<file path="src/hw/rtl/assert_macros.svh">
// Assertion macros used by the RTL top level to check its own logic.
`ifndef ASSERT_MACROS_SVH
`define ASSERT_MACROS_SVH

// A condition implies another one in the same cycle.
`define BBPT_ASSERT_IMPLIES(label, clk, rst_n, cond, expr) \
	label: assert property (@(posedge clk) disable iff (!rst_n) (cond) |-> (expr)) \
		else $error("bbpt: same-cycle check failed");

// A condition implies another one in the next cycle.
`define BBPT_ASSERT_NEXT(label, clk, rst_n, cond, expr) \
	label: assert property (@(posedge clk) disable iff (!rst_n) (cond) |=> (expr)) \
		else $error("bbpt: next-cycle check failed");

`endif

</file>
<file path="src/hw/rtl/bbpt_pkg.sv">
// Package with the shared types and constants of the Bollinger band tracker.
`default_nettype none
package bbpt_pkg;
	localparam int WINDOW_DEF     = 20;
	localparam int PRICE_BITS_DEF = 24;
	localparam int PRICE_W        = 24;
	localparam int THR_W          = 41;
	localparam int CNT_W          = 32;
	localparam int TOT_W          = 64;
	localparam int ACT_W          = 3;
	localparam int FRAC_BITS      = 16;
	localparam int QDEPTH         = 2;

	typedef enum logic [ACT_W-1:0] {
		ACT_NONE      = 3'd0,
		ACT_LONG_IN   = 3'd1,
		ACT_LONG_OUT  = 3'd2,
		ACT_SHORT_IN  = 3'd3,
		ACT_SHORT_OUT = 3'd4
	} action_t;

	typedef enum logic [1:0] {
		POS_FLAT  = 2'd0,
		POS_LONG  = 2'd1,
		POS_SHORT = 2'd2
	} pos_t;

	// One classified candle handed from the front to the back.
	typedef struct packed {
		logic [PRICE_W-1:0] price;
		logic               final_c;
		logic               decide;
		logic               at_lower;
		logic               at_upper;
		logic               d_pos;
		logic               d_neg;
	} item_t;

	typedef struct packed {
		logic full;
		logic empty;
	} qstat_t;
endpackage
`default_nettype wire

</file>
<file path="src/hw/rtl/bbpt_if.sv">
// Valid/ready channel interfaces for candle input and result output.
`default_nettype none


interface bbpt_out_if;
	logic                          valid;
	logic                          ready;
	logic [bbpt_pkg::ACT_W-1:0]    action_code;
	logic [bbpt_pkg::THR_W-1:0]    trade_return;
	logic                          trade_profitable;
	logic [bbpt_pkg::CNT_W-1:0]    closed_trades;
	logic [bbpt_pkg::CNT_W-1:0]    winning_trades;
	logic [bbpt_pkg::TOT_W-1:0]    return_total;
	modport source (output valid, output action_code, output trade_return,
		output trade_profitable, output closed_trades, output winning_trades,
		output return_total, input ready);
	modport sink (input valid, input action_code, input trade_return,
		input trade_profitable, input closed_trades, input winning_trades,
		input return_total, output ready);
endinterface
`default_nettype wire

</file>
<file path="src/hw/rtl/bbpt_back.sv">
// Back end: position machine, serial return divider, counters and result register.
`default_nettype none
module bbpt_back #(
	parameter int PRICE_BITS = bbpt_pkg::PRICE_BITS_DEF
) (
	input  wire logic                          clk,
	input  wire logic                          arst_n,
	input  wire logic                          cfg_we,
	input  wire logic [bbpt_pkg::THR_W-1:0]    cfg_data,
	input  wire bbpt_pkg::item_t               head,
	input  wire logic                          q_empty,
	output logic                               pop,
	output logic                               busy,
	bbpt_out_if.source                         report
);
	localparam int NUM_W = PRICE_BITS + bbpt_pkg::FRAC_BITS;
	localparam int CNT_BITS = $clog2(NUM_W + 1);
	localparam int TW = bbpt_pkg::THR_W;
	localparam int OW = bbpt_pkg::TOT_W;

	typedef enum logic [2:0] {
		B_IDLE = 3'b001,
		B_DIV  = 3'b010,
		B_FIN  = 3'b100
	} bstate_t;

	bstate_t                       state_q;
	bbpt_pkg::pos_t                pos_q, pos_dec;
	logic [PRICE_BITS-1:0]         entry_q, entry_dec, price;
	logic signed [TW-1:0]          thr_q;
	logic [bbpt_pkg::CNT_W-1:0]    trades_q, wins_q;
	logic signed [OW-1:0]          acc_q;
	logic [PRICE_BITS:0]           rem_q, trial;
	logic [PRICE_BITS-1:0]         den_q, mag;
	logic [NUM_W-1:0]              num_q;
	logic [CNT_BITS-1:0]           cnt_q;
	logic                          neg_q, neg, do_close, close_long;
	bbpt_pkg::action_t             act_dec, act_q;
	logic                          start;
	logic signed [TW-1:0]          qx, r;
	logic                          win;
	logic signed [OW:0]            s;

	assign price = head.price[PRICE_BITS-1:0];
	assign start = (state_q == B_IDLE) && !q_empty && (!report.valid || report.ready);
	assign pop   = start;
	assign busy  = (state_q != B_IDLE);

	// Position decision for the candle at the head of the queue.
	always_comb begin
		pos_dec    = pos_q;
		entry_dec  = entry_q;
		act_dec    = bbpt_pkg::ACT_NONE;
		do_close   = 1'b0;
		close_long = 1'b0;
		if (head.decide) begin
			case (pos_q)
				bbpt_pkg::POS_FLAT: begin
					if (head.at_lower) begin
						pos_dec   = bbpt_pkg::POS_LONG;
						entry_dec = price;
						act_dec   = bbpt_pkg::ACT_LONG_IN;
					end else if (head.at_upper) begin
						pos_dec   = bbpt_pkg::POS_SHORT;
						entry_dec = price;
						act_dec   = bbpt_pkg::ACT_SHORT_IN;
					end
				end
				bbpt_pkg::POS_LONG: begin
					if (head.at_upper || head.d_pos) begin
						do_close   = 1'b1;
						close_long = 1'b1;
						act_dec    = bbpt_pkg::ACT_LONG_OUT;
						pos_dec    = bbpt_pkg::POS_FLAT;
					end
				end
				default: begin
					if (head.at_lower || head.d_neg) begin
						do_close = 1'b1;
						act_dec  = bbpt_pkg::ACT_SHORT_OUT;
						pos_dec  = bbpt_pkg::POS_FLAT;
					end
				end
			endcase
		end
		// The final candle closes whatever is still open.
		if (head.final_c && pos_dec != bbpt_pkg::POS_FLAT) begin
			do_close   = 1'b1;
			close_long = (pos_dec == bbpt_pkg::POS_LONG);
			act_dec    = close_long ? bbpt_pkg::ACT_LONG_OUT : bbpt_pkg::ACT_SHORT_OUT;
			pos_dec    = bbpt_pkg::POS_FLAT;
		end
	end

	// Magnitude and sign of the price move.
	always_comb begin
		if (price >= entry_dec) begin
			mag = price - entry_dec;
			neg = !close_long;
		end else begin
			mag = entry_dec - price;
			neg = close_long;
		end
	end

	// Divider step and final return.
	assign trial = {rem_q[PRICE_BITS-1:0], num_q[NUM_W-1]};
	assign qx    = TW'(num_q);
	assign r     = neg_q ? -qx : qx;
	assign win   = r > thr_q;
	assign s     = $signed({acc_q[OW-1], acc_q}) + $signed({{(OW+1-TW){r[TW-1]}}, r});

	// Control state and running totals.
	always_ff @(posedge clk or negedge arst_n) begin
		if (!arst_n) begin
			state_q      <= B_IDLE;
			pos_q        <= bbpt_pkg::POS_FLAT;
			entry_q      <= '0;
			thr_q        <= '0;
			trades_q     <= '0;
			wins_q       <= '0;
			acc_q        <= '0;
			report.valid <= 1'b0;
		end else begin
			if (cfg_we) thr_q <= cfg_data;
			// The result register fills on a candle that closes no trade, or in the final step of a closing trade.
			if ((start && !do_close) || state_q == B_FIN)
				report.valid <= 1'b1;
			else if (report.ready)
				report.valid <= 1'b0;
			case (state_q)
				B_IDLE: begin
					if (start) begin
						pos_q   <= pos_dec;
						entry_q <= entry_dec;
						if (do_close) begin
							if (entry_dec == '0)
								state_q <= B_FIN;
							else
								state_q <= B_DIV;
						end
					end
				end
				B_DIV: begin
					if (cnt_q == CNT_BITS'(NUM_W - 1)) state_q <= B_FIN;
				end
				B_FIN: begin
					if (trades_q != '1) trades_q <= trades_q + 1'b1;
					if (win && wins_q != '1) wins_q <= wins_q + 1'b1;
					if (s[OW] != s[OW-1])
						acc_q <= s[OW] ? {1'b1, {(OW-1){1'b0}}} : {1'b0, {(OW-1){1'b1}}};
					else
						acc_q <= s[OW-1:0];
					state_q <= B_IDLE;
				end
				default: state_q <= B_IDLE;
			endcase
		end
	end

	// Divider datapath and result payload.
	always_ff @(posedge clk) begin
		case (state_q)
			B_IDLE: begin
				if (start) begin
					act_q <= act_dec;
					neg_q <= neg;
					den_q <= entry_dec;
					rem_q <= '0;
					cnt_q <= '0;
					num_q <= (entry_dec == '0) ? '0 : {mag, {bbpt_pkg::FRAC_BITS{1'b0}}};
					if (!do_close) begin
						report.action_code      <= act_dec;
						report.trade_return     <= '0;
						report.trade_profitable <= 1'b0;
						report.closed_trades    <= trades_q;
						report.winning_trades   <= wins_q;
						report.return_total     <= acc_q;
					end
				end
			end
			B_DIV: begin
				cnt_q <= cnt_q + CNT_BITS'(1);
				if (trial >= {1'b0, den_q}) begin
					rem_q <= trial - {1'b0, den_q};
					num_q <= {num_q[NUM_W-2:0], 1'b1};
				end else begin
					rem_q <= trial;
					num_q <= {num_q[NUM_W-2:0], 1'b0};
				end
			end
			B_FIN: begin
				report.action_code      <= act_q;
				report.trade_return     <= r;
				report.trade_profitable <= win;
				report.closed_trades    <= (trades_q != '1) ? trades_q + 1'b1 : trades_q;
				report.winning_trades   <= (win && wins_q != '1) ? wins_q + 1'b1 : wins_q;
				if (s[OW] != s[OW-1])
					report.return_total <= s[OW] ? {1'b1, {(OW-1){1'b0}}}
						: {1'b0, {(OW-1){1'b1}}};
				else
					report.return_total <= s[OW-1:0];
			end
			default: ;
		endcase
	end
endmodule
`default_nettype wire

</file>
<file path="src/flat_wrapper.sv">
// flat-port wrapper written by rule: the top's interface ports become plain ports
module bbpt_back_flat 
#(
	parameter int PRICE_BITS = bbpt_pkg::PRICE_BITS_DEF
)
  (clk, arst_n, cfg_we, cfg_data, head, q_empty, pop, busy, report_valid, report_action_code, report_trade_return, report_trade_profitable, report_closed_trades, report_winning_trades, report_return_total, report_ready);
  bbpt_out_if report_i ();
  input  wire logic clk;
  input  wire logic arst_n;
  input  wire logic cfg_we;
  input  wire logic [bbpt_pkg::THR_W-1:0] cfg_data;
  input  wire bbpt_pkg::item_t head;
  input  wire logic q_empty;
  output logic pop;
  output logic busy;
  output wire logic [$bits(report_i.valid)-1:0] report_valid;
  output wire logic [$bits(report_i.action_code)-1:0] report_action_code;
  output wire logic [$bits(report_i.trade_return)-1:0] report_trade_return;
  output wire logic [$bits(report_i.trade_profitable)-1:0] report_trade_profitable;
  output wire logic [$bits(report_i.closed_trades)-1:0] report_closed_trades;
  output wire logic [$bits(report_i.winning_trades)-1:0] report_winning_trades;
  output wire logic [$bits(report_i.return_total)-1:0] report_return_total;
  input wire logic [$bits(report_i.ready)-1:0] report_ready;
  assign report_valid = report_i.valid;
  assign report_action_code = report_i.action_code;
  assign report_trade_return = report_i.trade_return;
  assign report_trade_profitable = report_i.trade_profitable;
  assign report_closed_trades = report_i.closed_trades;
  assign report_winning_trades = report_i.winning_trades;
  assign report_return_total = report_i.return_total;
  assign report_i.ready = report_ready;
  bbpt_back #(.PRICE_BITS(PRICE_BITS)) u_core (.clk(clk), .arst_n(arst_n), .cfg_we(cfg_we), .cfg_data(cfg_data), .head(head), .q_empty(q_empty), .pop(pop), .busy(busy), .report(report_i));
endmodule
</file>
<file path="config.mk">
export PLATFORM = sky130hd
export DESIGN_NAME = bbpt_back_flat
export DESIGN_NICKNAME = d
export VERILOG_FILES = /design/src/hw/rtl/assert_macros.svh /design/src/hw/rtl/bbpt_pkg.sv /design/src/hw/rtl/bbpt_if.sv /design/src/hw/rtl/bbpt_back.sv /design/src/flat_wrapper.sv
export SDC_FILE = /design/constraint.sdc
export NUM_CORES = 1
export LEC_CHECK = 0
export ABC_AREA = 1
export BUFFER_PORTS_ARGS = -buffer_cell sky130_fd_sc_hd__buf_2
export CORE_UTILIZATION = 55
export CTS_CLUSTER_DIAMETER = 60
export DETAILED_ROUTE_END_ITERATION = 10
export PLACE_DENSITY_LB_ADDON = 0.3
export SETUP_SLACK_MARGIN = 0.4
export SLEW_MARGIN = 10
export SYNTH_ARGS = -nofsm -noshare
export SYNTH_HDL_FRONTEND = slang
export SYNTH_SLANG_ARGS = --single-unit
</file>
<file path="constraint.sdc">
create_clock -name clk -period 6.7 [get_ports clk]
set_input_delay 1.005 -clock clk [delete_from_list [all_inputs] [get_ports clk]]
set_output_delay 1.005 -clock clk [all_outputs]
set_load 0.1 [all_outputs]
</file>
==> run_results.csv <==
group,metric,value,unit
yosys,synth.area.mux_share,0.0372,%
global_routing,grt_pass1_vias,26000,
layout,post-route-util,62.4,%
sta,tightestPinTransition,1070,ps
clock_network,cts_buffers,50,
yosys,synthXorXnorAreaFrac,3.88,%
power_and_ir_drop,power,18.8,mW
floorplanning,die-area,0.0559,mm2
power_and_ir_drop,powerDensity,558,mW/mm2
route,vias,27500,
clock_network,cts_hold_buf,0,
clock_network,post_cts.repair.setup_buffers,0,
layout,postLayoutCellArea,0.0337,mm2
yosys,synth_top_family_by_area,"simple AND/OR/NAND/NOR gates",
layout,seq_area,0.0131,mm2
place,gp_congestion,1.02,
yosys,synth-seq-area-share,43.4,%
power_and_ir_drop,peakVddDrop,0.391,mV
critical_path,crit_path_frequent_cell,"nand2_1",
clock_network,cts_root_buf,"clkbuf_16",
layout,fin_nets,4413,
sta,whs,403,ps
route,antenna_left,0,
place,dp_hpwl,73000,um
clock_network,cts_sinks,470,
yosys,avgSynthCellArea,7.72,um2
clock_network,htreeDepth,2,
layout,antenna_cells,0,
yosys,ys.flop_type,"edfxtp_1",
yosys,synthAdderAreaFrac,7.71,%
clock_network,cts_resized,0,
layout,fin_cells,4889,
yosys,ys_ff_latch,470,
sta,slew-limit-headroom,28.5,%
place,port-buffer-count,251,
layout,multiInputGateArea,0.0147,mm2
yosys,yosys.area.top_type,"edfxtp_1",
floorplanning,io-pin-count,252,
route,drt-initial-drc-count,2511,
route,wire_per_inst,19.1,um
route,drc_errors,0,
place,pre_cts_ws,1250,ps
sta,slew_violations,0,
power_and_ir_drop,p_leak,16.4,nW
clock_network,clockBufferDepth,3,
route,via_per_inst,5.63,
critical_path,crit_slowest_cell,"nor2_4",
status,status,"finished, final reports clean",
floorplanning,core.rowCount,85,
yosys,synth_async_sr_flop_share,42.3,%
yosys,syn_nets,4175,
yosys,synth_area_leaders,"edfxtp_1 27%, dfrtp_1 16%, nand2_1 13%, ha_1 7.4%, inv_1 6.3%",
layout,drive_gt1_share,9.61,%
critical_path,crit_path_max_incr_delay,760,ps
yosys,synth_cell_types,49,
sta,skew,20.2,ps
clock_network,clk-insertion-delay-late,600,ps
critical_path,worstSetupPathType,"reg2reg",
sta,rsz0062_at_grt,"no",
layout,syn_to_final_growth,11.5,%
critical_path,cp.arrival,5840,ps
critical_path,critPathLaunchType,"flip-flop",
yosys,synth-edff-count,271,
yosys,synth_top_cell_area_share,26.9,%
floorplanning,chipHeight,236,um
critical_path,crit_fanout,46,
yosys,synth_compound_area_share,10.9,%
sta,post-route-period-util,82.1,%
worst_hold_path,hp-class,"in2async",
global_routing,grt-ovfl-total,0,
critical_path,end_kind,"flip-flop",
floorplanning,start_util,56.0,%
yosys,syn_area,0.0302,mm2
yosys,synth_simple_gate_area_share,26.1,%
sta,setup_ws,1200,ps
place,placed_cell_area,0.0321,mm2
sta,max_freq,182,MHz
sta,period_minus_slack,5500,ps
global_routing,grt_max_degree,110,
sta,hold_viol,0,
sta,tns,0,ps
place,dp.cells,4797,
route,detail_route.first_pass.iterations,6,
yosys,ys_warn_count,0,
global_routing,grt_pass1_wl,145000,um
clock_network,cts.clk_slew.worst_paths,60,ps
global_routing,grt_util_all_layers,33.5,%
global_routing,antenna_found_initial,0,
floorplanning,dieWidth,236,um
yosys,syn_inst,3915,
clock_network,cts_tree,"built",
critical_path,required,7040,ps
layout,nFillCells,4945,
flow_run,cap_violations,0,
route,drt-total-wl,93500,um
sta,setup_viol,0,
floorplanning,coreArea,0.0540,mm2
## critical path: cells and delay by family, from the launching register on
family | cells | cell delay [ps]
flip-flops | 1 | 410
AO/OA/AOI/OAI | 2 | 240
buffers and inverters | 3 | 440
adder cells (fa/ha/maj) | 2 | 600
AND/OR/NAND/NOR | 18 | 3520
## metal layers
layer  vias to the layer above  share of wire, %  GRT usage [%]  routed length [um]
li1                      13400                 -              -                   -
met1                     12900                43           46.8               40500
met2                      1049                45           53.1               42500
met3                       203               6.9           3.91                6450
met4                         0               4.3           13.8                4020
met5                         -                 0              0                   0
## cell usage in the layout (no fill, tap or decap), types with 5 or more instances in the layout
master and count:
a21boi_0 7, a21o_1 12, a21oi_1 297, a31oi_1 7
and2_1 5, buf_2 250, buf_4 19, clkbuf_1 6
clkbuf_16 51, clkinv_1 10, clkinv_2 12, dfrtp_1 198
edfxtp_1 271, ha_1 180, inv_1 507, inv_2 24
nand2_1 1019, nand3_1 205, nand3b_1 20, nand4_1 74
nor2_1 431, nor3_1 73, nor4_1 30, o21a_1 14
o21ai_0 194, o21ai_1 46, o21bai_1 32, or2_2 10
xnor2_1 35, xor2_1 99
## cell families (layout without fill, tap and decap cells)
logic type                 Yosys count  in the layout
AOI/OAI and AO/OA                  619            619
xor gates and xnor gates           134            134
and+or+nand+nor                   1889           1889
adders and majority gates          184            184
buffers and inverters              618            896
muxes                                1              1
DFF                                470            470
## cells in the mapped netlist (2+ instances only)
| master | n |
|---|---|
| fa_1 | 4 |
| or2_2 | 10 |
| o21ai_1 | 46 |
| nor3_1 | 73 |
| a31oi_1 | 7 |
| nor2_2 | 4 |
| nor2_1 | 431 |
| or2_1 | 3 |
| nand3_2 | 3 |
| clkbuf_1 | 49 |
| xor2_1 | 99 |
| o21ai_0 | 194 |
| nand2_1 | 1021 |
| clkinv_1 | 3 |
| inv_1 | 507 |
| buf_2 | 21 |
| nand3_1 | 205 |
| nand2_2 | 3 |
| ha_1 | 180 |
| buf_6 | 8 |
| o21a_1 | 14 |
| a21oi_1 | 297 |
| nand4_1 | 74 |
| edfxtp_1 | 271 |
| o211ai_1 | 2 |
| xnor2_1 | 35 |
| inv_2 | 23 |
| and2_1 | 5 |
| a21o_1 | 12 |
| nor4_1 | 31 |
| nand3b_1 | 20 |
| o21bai_1 | 32 |
| buf_1 | 6 |
| a21boi_0 | 7 |
| nand2_4 | 2 |
| dfrtp_1 | 198 |
| a41oi_1 | 3 |
## report_power, final
part / internal (mW) / switching (mW)
registers: 4.05 / 0.408
logic: 3.05 / 8.63
clock network: 1.51 / 1.18
total: 8.61 / 10.2
## state kept, by name, indices dropped and copies added, names as in the netlist, 2 cells and up
name and flops:
u_core.cnt_q 6, u_core.rem_q 24, u_core.act_q 3, u_core.entry_q 24, u_core.report.action_code 3, u_core.report.trade_return 41, u_core.trades_q 32, u_core.den_q 24
u_core.state_q 3, u_core.report.return_total 64, u_core.report.closed_trades 32, u_core.wins_q 32, u_core.report.winning_trades 32, u_core.num_q 40, u_core.pos_q 2, u_core.thr_q 41
u_core.acc_q 64
## layout make-up
| cell class | instances | area share, % |
|---|---|---|
| Sequential cell | 470 | 38.9 |
| Clock buffer | 60 | 3.97 |
| Multi-Input combinational cell | 2827 | 43.7 |
| Timing Repair Buffer | 271 | 4.23 |
| Inverter | 533 | 5.93 |
| Clock inverter | 32 | 0.697 |
| Tap cell | 696 | 2.58 |
## final timing paths
check | startpoint | to | slack, ps | cells past startpoint
min in group clk | u_core.entry_q[6]$_DFFE_PN0P_ | u_core.entry_q[6]$_DFFE_PN0P_ | 480 | 2
worst max-delay path | u_core.num_q[0]$_SDFFCE_PN0P_ | u_core.report.winning_trades[4]$_DFFE_PP_ | 1200 | 25
max in group asynchronous | arst_n | u_core.wins_q[28]$_DFFE_PN0N_ | 4860 | 2
worst min register to register | u_core.entry_q[6]$_DFFE_PN0P_ | u_core.entry_q[6]$_DFFE_PN0P_ | 480 | 2
worst min-delay path | arst_n | u_core.thr_q[12]$_DFFE_PN0P_ | 400 | 1
worst max register to register | u_core.num_q[0]$_SDFFCE_PN0P_ | u_core.report.winning_trades[4]$_DFFE_PP_ | 1200 | 25
No activity file was read; power rests on OpenSTA's default activity.
