===== config.mk =====
export PLATFORM = sky130hd
export DESIGN_NAME = bbpt_queue
export DESIGN_NICKNAME = d
export VERILOG_FILES = /design/src/hw/rtl/assert_macros.svh /design/src/hw/rtl/bbpt_pkg.sv /design/src/hw/rtl/bbpt_queue.sv
export SDC_FILE = /design/constraint.sdc
export NUM_CORES = 1
export LEC_CHECK = 0
export BUFFER_PORTS_ARGS = -buffer_cell sky130_fd_sc_hd__buf_2
export CORE_MARGIN = 4
export CORE_UTILIZATION = 32
export CTS_CLUSTER_DIAMETER = 120
export DETAILED_ROUTE_END_ITERATION = 8
export SLEW_MARGIN = 5
export SYNTH_ARGS = -nofsm -noshare
export SYNTH_HDL_FRONTEND = slang
export SYNTH_SLANG_ARGS = --single-unit
export TNS_END_PERCENT = 100

===== constraint.sdc =====
create_clock -name clk -period 2.4 [get_ports clk]
set_input_delay 0.24 -clock clk [delete_from_list [all_inputs] [get_ports clk]]
set_output_delay 0.24 -clock clk [all_outputs]
set_load 0.01 [all_outputs]

===== src/hw/rtl/assert_macros.svh =====
// Assertion macros used by the RTL top level to check its own logic.
`ifndef ASSERT_MACROS_SVH
`define ASSERT_MACROS_SVH

// A condition implies another one in the same cycle.
`define BBPT_ASSERT_IMPLIES(label, clk, rst_n, cond, expr) \
	label: assert property (@(posedge clk) disable iff (!rst_n) (cond) |-> (expr)) \
		else $error("bbpt: same-cycle check failed");

// A condition implies another one in the next cycle.
`define BBPT_ASSERT_NEXT(label, clk, rst_n, cond, expr) \
	label: assert property (@(posedge clk) disable iff (!rst_n) (cond) |=> (expr)) \
		else $error("bbpt: next-cycle check failed");

`endif


===== src/hw/rtl/bbpt_pkg.sv =====
// Package with the shared types and constants of the Bollinger band tracker.
`default_nettype none
package bbpt_pkg;
	localparam int WINDOW_DEF     = 20;
	localparam int PRICE_BITS_DEF = 24;
	localparam int PRICE_W        = 24;
	localparam int THR_W          = 41;
	localparam int CNT_W          = 32;
	localparam int TOT_W          = 64;
	localparam int ACT_W          = 3;
	localparam int FRAC_BITS      = 16;
	localparam int QDEPTH         = 2;

	typedef enum logic [ACT_W-1:0] {
		ACT_NONE      = 3'd0,
		ACT_LONG_IN   = 3'd1,
		ACT_LONG_OUT  = 3'd2,
		ACT_SHORT_IN  = 3'd3,
		ACT_SHORT_OUT = 3'd4
	} action_t;

	typedef enum logic [1:0] {
		POS_FLAT  = 2'd0,
		POS_LONG  = 2'd1,
		POS_SHORT = 2'd2
	} pos_t;

	// One classified candle handed from the front to the back.
	typedef struct packed {
		logic [PRICE_W-1:0] price;
		logic               final_c;
		logic               decide;
		logic               at_lower;
		logic               at_upper;
		logic               d_pos;
		logic               d_neg;
	} item_t;

	typedef struct packed {
		logic full;
		logic empty;
	} qstat_t;
endpackage
`default_nettype wire


===== src/hw/rtl/bbpt_queue.sv =====
// Short queue of classified candles between the front and the back.
`default_nettype none
module bbpt_queue (
	input  wire logic              clk,
	input  wire logic              arst_n,
	input  wire logic              push,
	input  wire bbpt_pkg::item_t   push_item,
	input  wire logic              pop,
	output bbpt_pkg::item_t        head,
	output bbpt_pkg::qstat_t       stat
);
	localparam int PW = $clog2(bbpt_pkg::QDEPTH);

	bbpt_pkg::item_t   mem_q [bbpt_pkg::QDEPTH];
	logic [PW-1:0]     wptr_q, rptr_q;
	logic [PW:0]       count_q;

	assign head       = mem_q[rptr_q];
	assign stat.full  = (count_q == (PW+1)'(bbpt_pkg::QDEPTH));
	assign stat.empty = (count_q == '0);

	// Pointers and fill count.
	always_ff @(posedge clk or negedge arst_n) begin
		if (!arst_n) begin
			wptr_q  <= '0;
			rptr_q  <= '0;
			count_q <= '0;
		end else begin
			if (push) wptr_q <= wptr_q + PW'(1);
			if (pop)  rptr_q <= rptr_q + PW'(1);
			case ({push, pop})
				2'b10:   count_q <= count_q + (PW+1)'(1);
				2'b01:   count_q <= count_q - (PW+1)'(1);
				default: count_q <= count_q;
			endcase
		end
	end

	// Entry storage.
	always_ff @(posedge clk) begin
		if (push) mem_q[wptr_q] <= push_item;
	end
endmodule
`default_nettype wire


==> results of run 1 <==
synthesized netlist by cell type:
library cell	instances
inv_1	1
and2b_2	1
xor2_1	3
buf_6	3
dfrtp_1	4
nor2_1	3
ha_1	1
mux2_2	30
xnor2_1	2
and2_1	1
edfxtp_1	60
worst min path at each step:
stage                  start      endpoint  slack, ns
2_1_floorplan         arst_n    count_q[0]      -0.06
3_3_place_gp          arst_n        rptr_q       0.06
3_5_place_dp          arst_n        rptr_q       0.06
4_1_cts         push_item[9]   mem_q[1][9]       0.08
5_1_grt        push_item[17]  mem_q[0][17]       0.06
6_report       push_item[17]  mem_q[0][17]        0.1
layer usage:
metal / track usage / vias up / wire length [microns]
met5: 0 / - / 0
met4: 0.0578 / 0 / 78
met3: 0.0433 / 7 / 301
met2: 0.154 / 41 / 2050
met1: 0.126 / 575 / 1730
li1: - / 574 / -
worst reg2reg max path, cell delays in order, from the launching register on:
cell     delay, ns
dfrtp_1       0.43
nor2_4        0.11
buf_4         0.40
state kept, by name (all words and copies together) (netlist names):
name,count
rptr_q,1
mem_q,60
wptr_q,1
count_q,2
stage by stage:
step | power [mW] | hold WS (ns)
finish | 3.48 | 0.0979
global route | 3.69 | 0.0647
detailed placement | 2.60 | 0.0647
floorplan | 2.23 | -0.0556
global placement | 2.60 | 0.0606
CTS | 3.55 | 0.0817
cell type report:
cell class	count	area (sq um)
fill	690	4190
sequential	64	1900
multi-input combinational	41	428
timing repair buffer	69	370
clock buffer	9	124
tap	99	124
clock inverter	6	75.1
inverter	1	3.75
cell families (layout without fill, tap and decap cells):
kind of cell	after synthesis	count (layout)	synth area share
adder cells (fa/ha/maj)	1	1	0.00530
buffers and inverters	4	85	0.0159
flip-flops	64	64	0.806
multiplexers	30	30	0.143
AND/OR/NAND/NOR	5	5	0.0111
XOR/XNOR	5	5	0.0186
repair_timing:
action,CTS,global route
endpoints found under the hold margin,4,0
gates resized for setup,0,0
hold buffers,1,0
power groups by stage:
stage	clock network [mW]	logic (mW)	registers, mW
floorplan	0	0.655	1.57
global placement	0	0.982	1.61
detailed placement	0	0.979	1.62
CTS	0.963	0.981	1.60
global route	1.03	1.04	1.62
finish	0.934	0.954	1.59
==> flow_metrics.py, run 1 <==
metrics = {
    "outcome": {
        "outcome": "finished, final reports clean",
    },
    "clock_network": {
        "cts_tree": "done",
        "cts_setup_buffers": 0,
        "cts.clk_slew.worst_paths_ns": 0.07,
        "cts.sinks": 64,
        "clkLatencyLatePin_ns": 0.33,
        "htree_num_levels": 3,
        "root_buffer": "clkbuf_8",
        "cts_buffers": 9,
        "clockBufferDepth": 2,
    },
    "timing": {
        "hold_viol": 0,
        "post-route-period-util": 0.816,
        "fmax_ghz": 0.511,
        "worst_slew_pin_slew_ns": 0.498,
        "clock_skew_ns": 0.00841,
        "finalSetupViolCount": 0,
        "relSlewSlack": 0.668,
        "setup_ws_ns": 0.442,
        "fin_tns_setup_ns": 0,
        "rsz0062_at_grt": "no",
        "finalCriticalPeriod_ns": 1.96,
        "drv_slew": 0,
    },
    "floorplan": {
        "start_util": 0.327,
        "rows": 31,
        "io_pins": 66,
        "dieArea_sq_mm": 0.00881,
        "die_y_microns": 93.9,
        "core_sq_mm": 0.00721,
        "die_x_microns": 93.9,
    },
    "worst_hold_path": {
        "worstHoldPathCells": 1,
        "hp-class": "in -> reg",
    },
    "finish": {
        "layout_commonest_cell": "buf_2",
        "area_growth_pct": 28.3,
        "layout.nets": 221,
        "final_core_util": 0.420,
        "layout_common_cells": "65 x buf_2, 60 x edfxtp_1, 30 x mux2_2",
        "fin_cells": 289,
        "drive_above_1_share": 0.584,
        "antenna_cells": 0,
        "stdcell_area_sq_mm": 0.00303,
    },
    "route": {
        "viasPerCell": 4.14,
        "wl_per_cell_microns": 14.4,
        "drtPass1Iterations": 4,
        "wl_mm": 4.16,
        "drt_iter0_markers": 49,
        "remaining_drc_errors": 0,
        "num_vias": 1197,
        "ant_nets": 0,
    },
    "worst_setup_path": {
        "startpoint": "rptr_q",
        "r2r_start": "wptr_q",
        "cp_cell_sequence": "buf_12, mux2_2, buf_2",
        "timing.rr.end": "mem_q[0][6]",
        "reg2reg_depth": 2,
        "path_buf_inv": 2,
        "r2r_slack_ns": 1.11,
        "cp_num_cells": 3,
        "worstPathArrival_ns": 1.72,
        "critPathCaptureType": "output port",
        "crit_end": "head[9]",
        "start_kind": "flip-flop",
        "critical_path_class": "reg -> out",
        "crit_required_ns": 2.16,
        "cp_top_family": "flip-flops",
        "crit_fanout": 21,
        "cp_slowest_stage_delay_ns": 0.65,
        "crit_slowest_cell": "dfrtp_1",
    },
    "synth": {
        "ys_ff_latch": 64,
        "yosysTopAreaCell": "edfxtp_1",
        "syn_area_per_cell_sq_um": 21.6,
        "synth_cell_types": 11,
        "yosys_warnings": 0,
        "syn_nets": 144,
        "yosys.area.top_type_share": 0.764,
        "synth_area_sq_mm": 0.00236,
        "synth-seq-area-share": 0.806,
        "syn_inst": 109,
        "synth_area_leaders": "edfxtp_1 76%, mux2_2 14%, dfrtp_1 4.2%",
    },
    "pwr": {
        "pwr-share-seq": 0.458,
        "leakage_nw": 1.15,
        "p_int_mw": 2.53,
        "swShare": 0.272,
        "clkPwrFrac": 0.268,
        "ir_drop_v": 0.000361,
        "p_switching_mw": 0.948,
        "comb_power_share": 0.274,
        "p_per_area_mw_per_mm2": 1150,
    },
    "global_route": {
        "antenna_found_initial": 0,
        "grt_pass1_vias": 1255,
        "grt-ovfl-total": 0,
        "grt_max_degree": 31,
        "grt_use_total": 0.104,
        "grt_pass1_wl_mm": 6.50,
    },
    "job": {
        "max_cap_violations": 0,
    },
    "placed_design": {
        "dp_hpwl_mm": 2.75,
        "place.gp.congestion": 0.664,
        "port_buffers": 65,
        "pre_cts_ws_ns": 0.735,
        "dpl-instance-area_sq_mm": 0.00282,
        "dp_cells": 273,
    },
}
No activity file was read; power rests on OpenSTA's default activity.
==> run 2, diff against run 1 <==
Clock period 2.4 ns to 1.6 ns, I/O delays scaled along.
==> run 2 against run 1 <==
  * Clock-buffer cell count stayed put
  * Highest routed layer unchanged
  * Sequential power is 48% higher
  * First-iteration DRC count decreased by 63%
  * Via count grew 3.6%
  * Clock power rose by 33%
  * Sequential share of layout area decreased by 1.1 points
==> flow_metrics.py, run 2 (synthesis results as in run 1) <==
metrics = {
    "outcome": {
        "outcome": "finished, final reports clean",
    },
    "route": {
        "num_vias": 1240,
        "wl_per_cell_microns": 14.3,
        "drtPass1Iterations": 3,
        "remaining_drc_errors": 0,
        "viasPerCell": 4.19,
        "drt_iter0_markers": 18,
        "ant_nets": 0,
        "wl_mm": 4.24,
    },
    "finish": {
        "reg_top3": "mem_q: 60 flops, count_q: 2 flops",
        "largest_register_ff_count": 60,
        "layout_common_cells": "65 x buf_2, 60 x edfxtp_1, 30 x mux2_2",
        "drive_above_1_share": 0.589,
        "nFillCells": 686,
        "area_growth_pct": 30.6,
        "layout_commonest_cell": "buf_2",
        "layout.nets": 229,
        "antenna_cells": 0,
        "multi_input_area_sq_um": 428,
        "fin_cells": 296,
        "regMostFlops": "mem_q",
        "seq_area_sq_mm": 0.00190,
    },
    "worst_setup_path": {
        "cp_top_family": "flip-flops",
        "reg2reg_depth": 2,
        "crit_slowest_cell": "dfrtp_2",
        "worstPathArrival_ns": 1.39,
        "critical_path_class": "reg -> out",
        "cp_slowest_stage_delay_ns": 0.40,
        "start_kind": "flip-flop",
        "r2r_slack_ns": 0.41,
        "crit_required_ns": 1.44,
        "timing.rr.end": "mem_q[1][20]",
        "crit_fanout": 18,
        "path_buf_inv": 2,
        "cp_cell_sequence": "buf_12, mux2_2, buf_2",
        "cp_num_cells": 3,
        "critPathCaptureType": "output port",
        "r2r_start": "wptr_q",
    },
    "floorplan": {
        "rows": 31,
        "start_util": 0.327,
        "io_pins": 66,
        "dieArea_sq_mm": 0.00881,
        "die_y_microns": 93.9,
        "core_sq_mm": 0.00721,
        "die_x_microns": 93.9,
    },
    "global_route": {
        "antenna_found_initial": 0,
        "grt-ovfl-total": 0,
        "grt_use_total": 0.0997,
        "grt_max_degree": 20,
        "grt_pass1_vias": 1307,
        "grt_pass1_wl_mm": 6.37,
    },
    "placed_design": {
        "dp_cells": 276,
        "dp_hpwl_mm": 2.85,
        "place.gp.congestion": 0.677,
        "port_buffers": 65,
    },
    "timing": {
        "worst_slew_pin_slew_ns": 0.275,
        "fmax_ghz": 0.644,
        "drv_slew": 0,
        "finalCriticalPeriod_ns": 1.55,
        "hold_viol": 0,
        "finalSetupViolCount": 0,
        "post-route-period-util": 0.971,
        "relSlewSlack": 0.816,
        "clock_skew_ns": 0.00355,
        "rsz0062_at_grt": "yes",
    },
    "job": {
        "max_cap_violations": 0,
    },
    "pwr": {
        "swShare": 0.281,
        "ir_drop_v": 0.000687,
        "p_per_area_mw_per_mm2": 1670,
        "leakage_nw": 1.18,
        "pwr-share-seq": 0.456,
        "p_int_mw": 3.71,
        "p_switching_mw": 1.45,
        "comb_power_share": 0.303,
        "power_mw": 5.16,
        "clkPwrFrac": 0.241,
    },
    "worst_hold_path": {
        "worstHoldEndpoint": "mem_q[1][23]",
        "hp-class": "in -> reg",
        "worstHoldPathCells": 1,
        "min_from": "push_item[23]",
    },
    "clock_network": {
        "htree_num_levels": 3,
        "cts_tree": "done",
        "cts.clk_slew.worst_paths_ns": 0.07,
        "cts.sinks": 64,
        "clockBufferDepth": 2,
        "clkLatencyLatePin_ns": 0.32,
        "root_buffer": "clkbuf_8",
        "cts_buffers": 9,
    },
}
==> run 2: power by group through the flow <==
stage | Combinational (mW) | Sequential, mW | Clock (mW)
floorplan | 0.988 | 2.36 | 0
global placement | 1.53 | 2.36 | 0
detailed placement | 1.54 | 2.38 | 0
CTS | 1.57 | 2.34 | 1.29
global route | 1.70 | 2.38 | 1.37
finish | 1.56 | 2.35 | 1.24
==> run 2: worst register-to-register path: cells and delay by family (launching register included) <==
family | cells | cell delay [ns]
buf+inv | 1 | 0.29
flops | 1 | 0.41
simple gates | 1 | 0.17
==> run 2: through the flow <==
step	TNS, ns	cell area (sq um)	utilization	hold slack (ns)	setup slack [ns]
floorplan	0	2370	-	-0.136	0.0335
global placement	0	2830	0.392	-0.0274	0.319
detailed placement	0	2830	0.392	-0.0241	0.297
CTS	-0.522	3070	0.425	0.000964	-0.0423
global route	-0.329	3080	0.427	0.00298	-0.0237
finish	0	3080	0.427	0.0252	0.0462
==> run 2: cell type report <==
cell class | count | share of cell area
inverter | 1 | 0.00122
tap | 99 | 0.0402
sequential | 64 | 0.617
multi-input combinational | 41 | 0.139
clock buffer | 9 | 0.0402
timing repair buffer | 77 | 0.146
clock inverter | 5 | 0.0162
==> run 2: timing repair <==
item | in CTS | in global routing
pin swaps | 0 | 0
gates resized for setup | 1 | 5
hold endpoints to repair | 12 | 0
setup buffers | 0 | 0
hold buffers | 6 | 0
endpoints found under the setup margin | 30 | 30
gates cloned | 0 | 0
==> run 2: worst max path at each step <==
stage | startpoint | to | slack, ns
2_1_floorplan | wptr_q | mem_q[1][0] | 0.03
3_3_place_gp | rptr_q | head[12] | 0.32
3_5_place_dp | rptr_q | head[12] | 0.30
4_1_cts | rptr_q | head[3] | -0.04
5_1_grt | rptr_q | head[29] | -0.02
6_report | rptr_q | head[13] | 0.05
==> run 2: metal layers <==
metal | vias up | part of all wire | global-route usage
met5 | - | 0 | 0
met3 | 7 | 0.056 | 0.0337
met1 | 603 | 0.42 | 0.112
met4 | 0 | 0.024 | 0.0650
li1 | 591 | - | -
met2 | 39 | 0.50 | 0.160
==> run 3, diff against run 2 <==
Settings changed: CTS_BUF_LIST set to sky130_fd_sc_hd__clkbuf_2.
==> run 3 against run 2 <==
  * Register-to-register slack worse by 0.02 ns
  * Critical endpoint is now head[9]
  * The run now ends with negative setup slack left
  * Combinational power increased by 4%
  * Sequential power barely moved
==> flow_metrics.py, run 3 (synthesis results as in run 1) <==
metrics = {
    "outcome": {
        "outcome": "finished, violations left",
        "violations": "negative setup slack",
    },
    "route": {
        "drtPass1Iterations": 4,
        "ant_nets": 0,
        "num_vias": 1370,
        "wl_per_cell_microns": 13.4,
        "drt_iter0_markers": 31,
        "viasPerCell": 4.23,
        "wl_mm": 4.35,
        "remaining_drc_errors": 0,
    },
    "placed_design": {
        "port_buffers": 65,
        "dp_cells": 276,
        "dp_hpwl_mm": 2.85,
        "place.gp.congestion": 0.677,
        "dpl-instance-area_sq_mm": 0.00283,
    },
    "timing": {
        "post-route-period-util": 1.07,
        "hold_viol": 0,
        "finalSetupViolCount": 30,
        "holdWs_ns": 0.410,
        "relSlewSlack": 0.815,
        "finalCriticalPeriod_ns": 1.72,
        "setup_ws_ns": -0.119,
        "clock_skew_ns": 0.0105,
        "fin_tns_setup_ns": -3.11,
        "worst_slew_pin_slew_ns": 0.277,
        "drv_slew": 0,
        "fmax_ghz": 0.582,
        "rsz0062_at_grt": "yes",
    },
    "worst_setup_path": {
        "path_buf_inv": 2,
        "startpoint": "rptr_q",
        "r2r_slack_ns": 0.39,
        "reg2reg_depth": 2,
        "crit_end": "head[9]",
        "cp_cell_sequence": "buf_12, mux2_2, buf_2",
        "crit_fanout": 18,
        "r2r_start": "wptr_q",
        "timing.rr.end": "mem_q[1][14]",
        "cp_slowest_stage_delay_ns": 0.44,
        "cp_top_family": "flip-flops",
        "critical_path_class": "reg -> out",
        "cp_num_cells": 3,
        "critPathCaptureType": "output port",
        "worstPathArrival_ns": 1.56,
        "start_kind": "flip-flop",
        "crit_required_ns": 1.44,
        "crit_slowest_cell": "dfrtp_2",
    },
    "finish": {
        "drive_above_1_share": 0.516,
        "layout_commonest_cell": "buf_2",
        "area_growth_pct": 39.3,
        "reg_top3": "mem_q: 60 flops, count_q: 2 flops",
        "largest_register_ff_count": 60,
        "nFillCells": 672,
        "stdcell_area_sq_mm": 0.00329,
        "layout_common_cells": "65 x buf_2, 60 x edfxtp_1, 34 x dlygate4sd3_1",
        "layout.nets": 257,
        "fin_cells": 324,
        "antenna_cells": 0,
        "final_core_util": 0.456,
        "regMostFlops": "mem_q",
    },
    "clock_network": {
        "clkLatencyLatePin_ns": 0.45,
        "htree_num_levels": 3,
        "cts_setup_buffers": 0,
        "cts.sinks": 64,
        "root_buffer": "clkbuf_2",
        "cts_buffers": 9,
        "cts.clk_slew.worst_paths_ns": 0.16,
        "cts_tree": "done",
        "clockBufferDepth": 2,
    },
    "floorplan": {
        "io_pins": 66,
        "die_x_microns": 93.9,
        "dieArea_sq_mm": 0.00881,
        "rows": 31,
        "start_util": 0.327,
        "core_sq_mm": 0.00721,
        "die_y_microns": 93.9,
    },
    "global_route": {
        "grt_pass1_vias": 1398,
        "grt_max_degree": 20,
        "antenna_found_initial": 0,
        "grt_pass1_wl_mm": 6.71,
        "grt_use_total": 0.104,
        "grt-ovfl-total": 0,
    },
    "pwr": {
        "leakage_nw": 1.27,
        "p_per_area_mw_per_mm2": 1470,
        "ir_drop_v": 0.000659,
    },
    "job": {
        "max_cap_violations": 0,
    },
    "worst_hold_path": {
        "hp-class": "in -> reg",
    },
}
run 3: cell types whose count changed in the layout (fill, tap and decap cells not counted), sizes merged:
| cell | before | now |
|---|---|---|
| dlygate4sd3 | 6 | 34 |
run 3: worst register-to-register path, cell delays in order, from the launching register on:
cell     delay (ns)
dfrtp_1        0.44
and2_1         0.17
buf_4          0.29
run 3: worst min-delay path by stage:
| stage | startpoint | to | slack [ns] | depth (start not counted) |
|---|---|---|---|---|
| after global routing | push_item[6] | mem_q[0][6] | 0.35 | 2 |
| after floorplan | arst_n | count_q[0] | -0.14 | 0 |
| final | push_item[4] | mem_q[0][4] | 0.41 | 2 |
| after detailed placement | arst_n | count_q[1] | -0.02 | 1 |
| after CTS | push_item[4] | mem_q[0][4] | 0.34 | 2 |
| after global placement | arst_n | count_q[1] | -0.03 | 1 |
run 3: report_power, final:
group	internal, mW	switching [mW]	total (mW)	leakage (nW)
clock network	0.332	0.525	0.856	0.0587
logic	0.836	0.796	1.63	0.603
registers	2.23	0.116	2.34	0.609
run 3: per-layer routing:
layer | part of all wire | wire (microns) | track usage
met1 | 0.42 | 1810 | 0.117
met2 | 0.50 | 2170 | 0.167
met3 | 0.059 | 258 | 0.0353
met4 | 0.025 | 109 | 0.0650
met5 | 0 | 0 | 0
run 3: layout make-up:
type	count	area [sq um]	area share
sequential	64	1900	0.579
timing repair buffer	105	731	0.222
multi-input combinational	41	432	0.131
tap	99	124	0.0377
clock inverter	5	50.0	0.0152
clock buffer	9	45.0	0.0137
inverter	1	3.75	0.00114
run 3: per-stage QoR:
stage / power [mW] / setup slack, ns
2_1_floorplan: 3.35 / 0.0335
3_3_place_gp: 3.89 / 0.319
3_5_place_dp: 3.91 / 0.297
4_1_cts: 4.89 / -0.238
5_1_grt: 5.12 / -0.244
6_report: 4.83 / -0.119
run 3: repair_timing:
action / 4_1_cts / 5_1_grt
pin swaps: 0 / 0
hold buffers: 34 / 0
endpoints found under the hold margin: 67 / 0
endpoints found under the setup margin: 30 / 30
gates resized for setup: 3 / 4
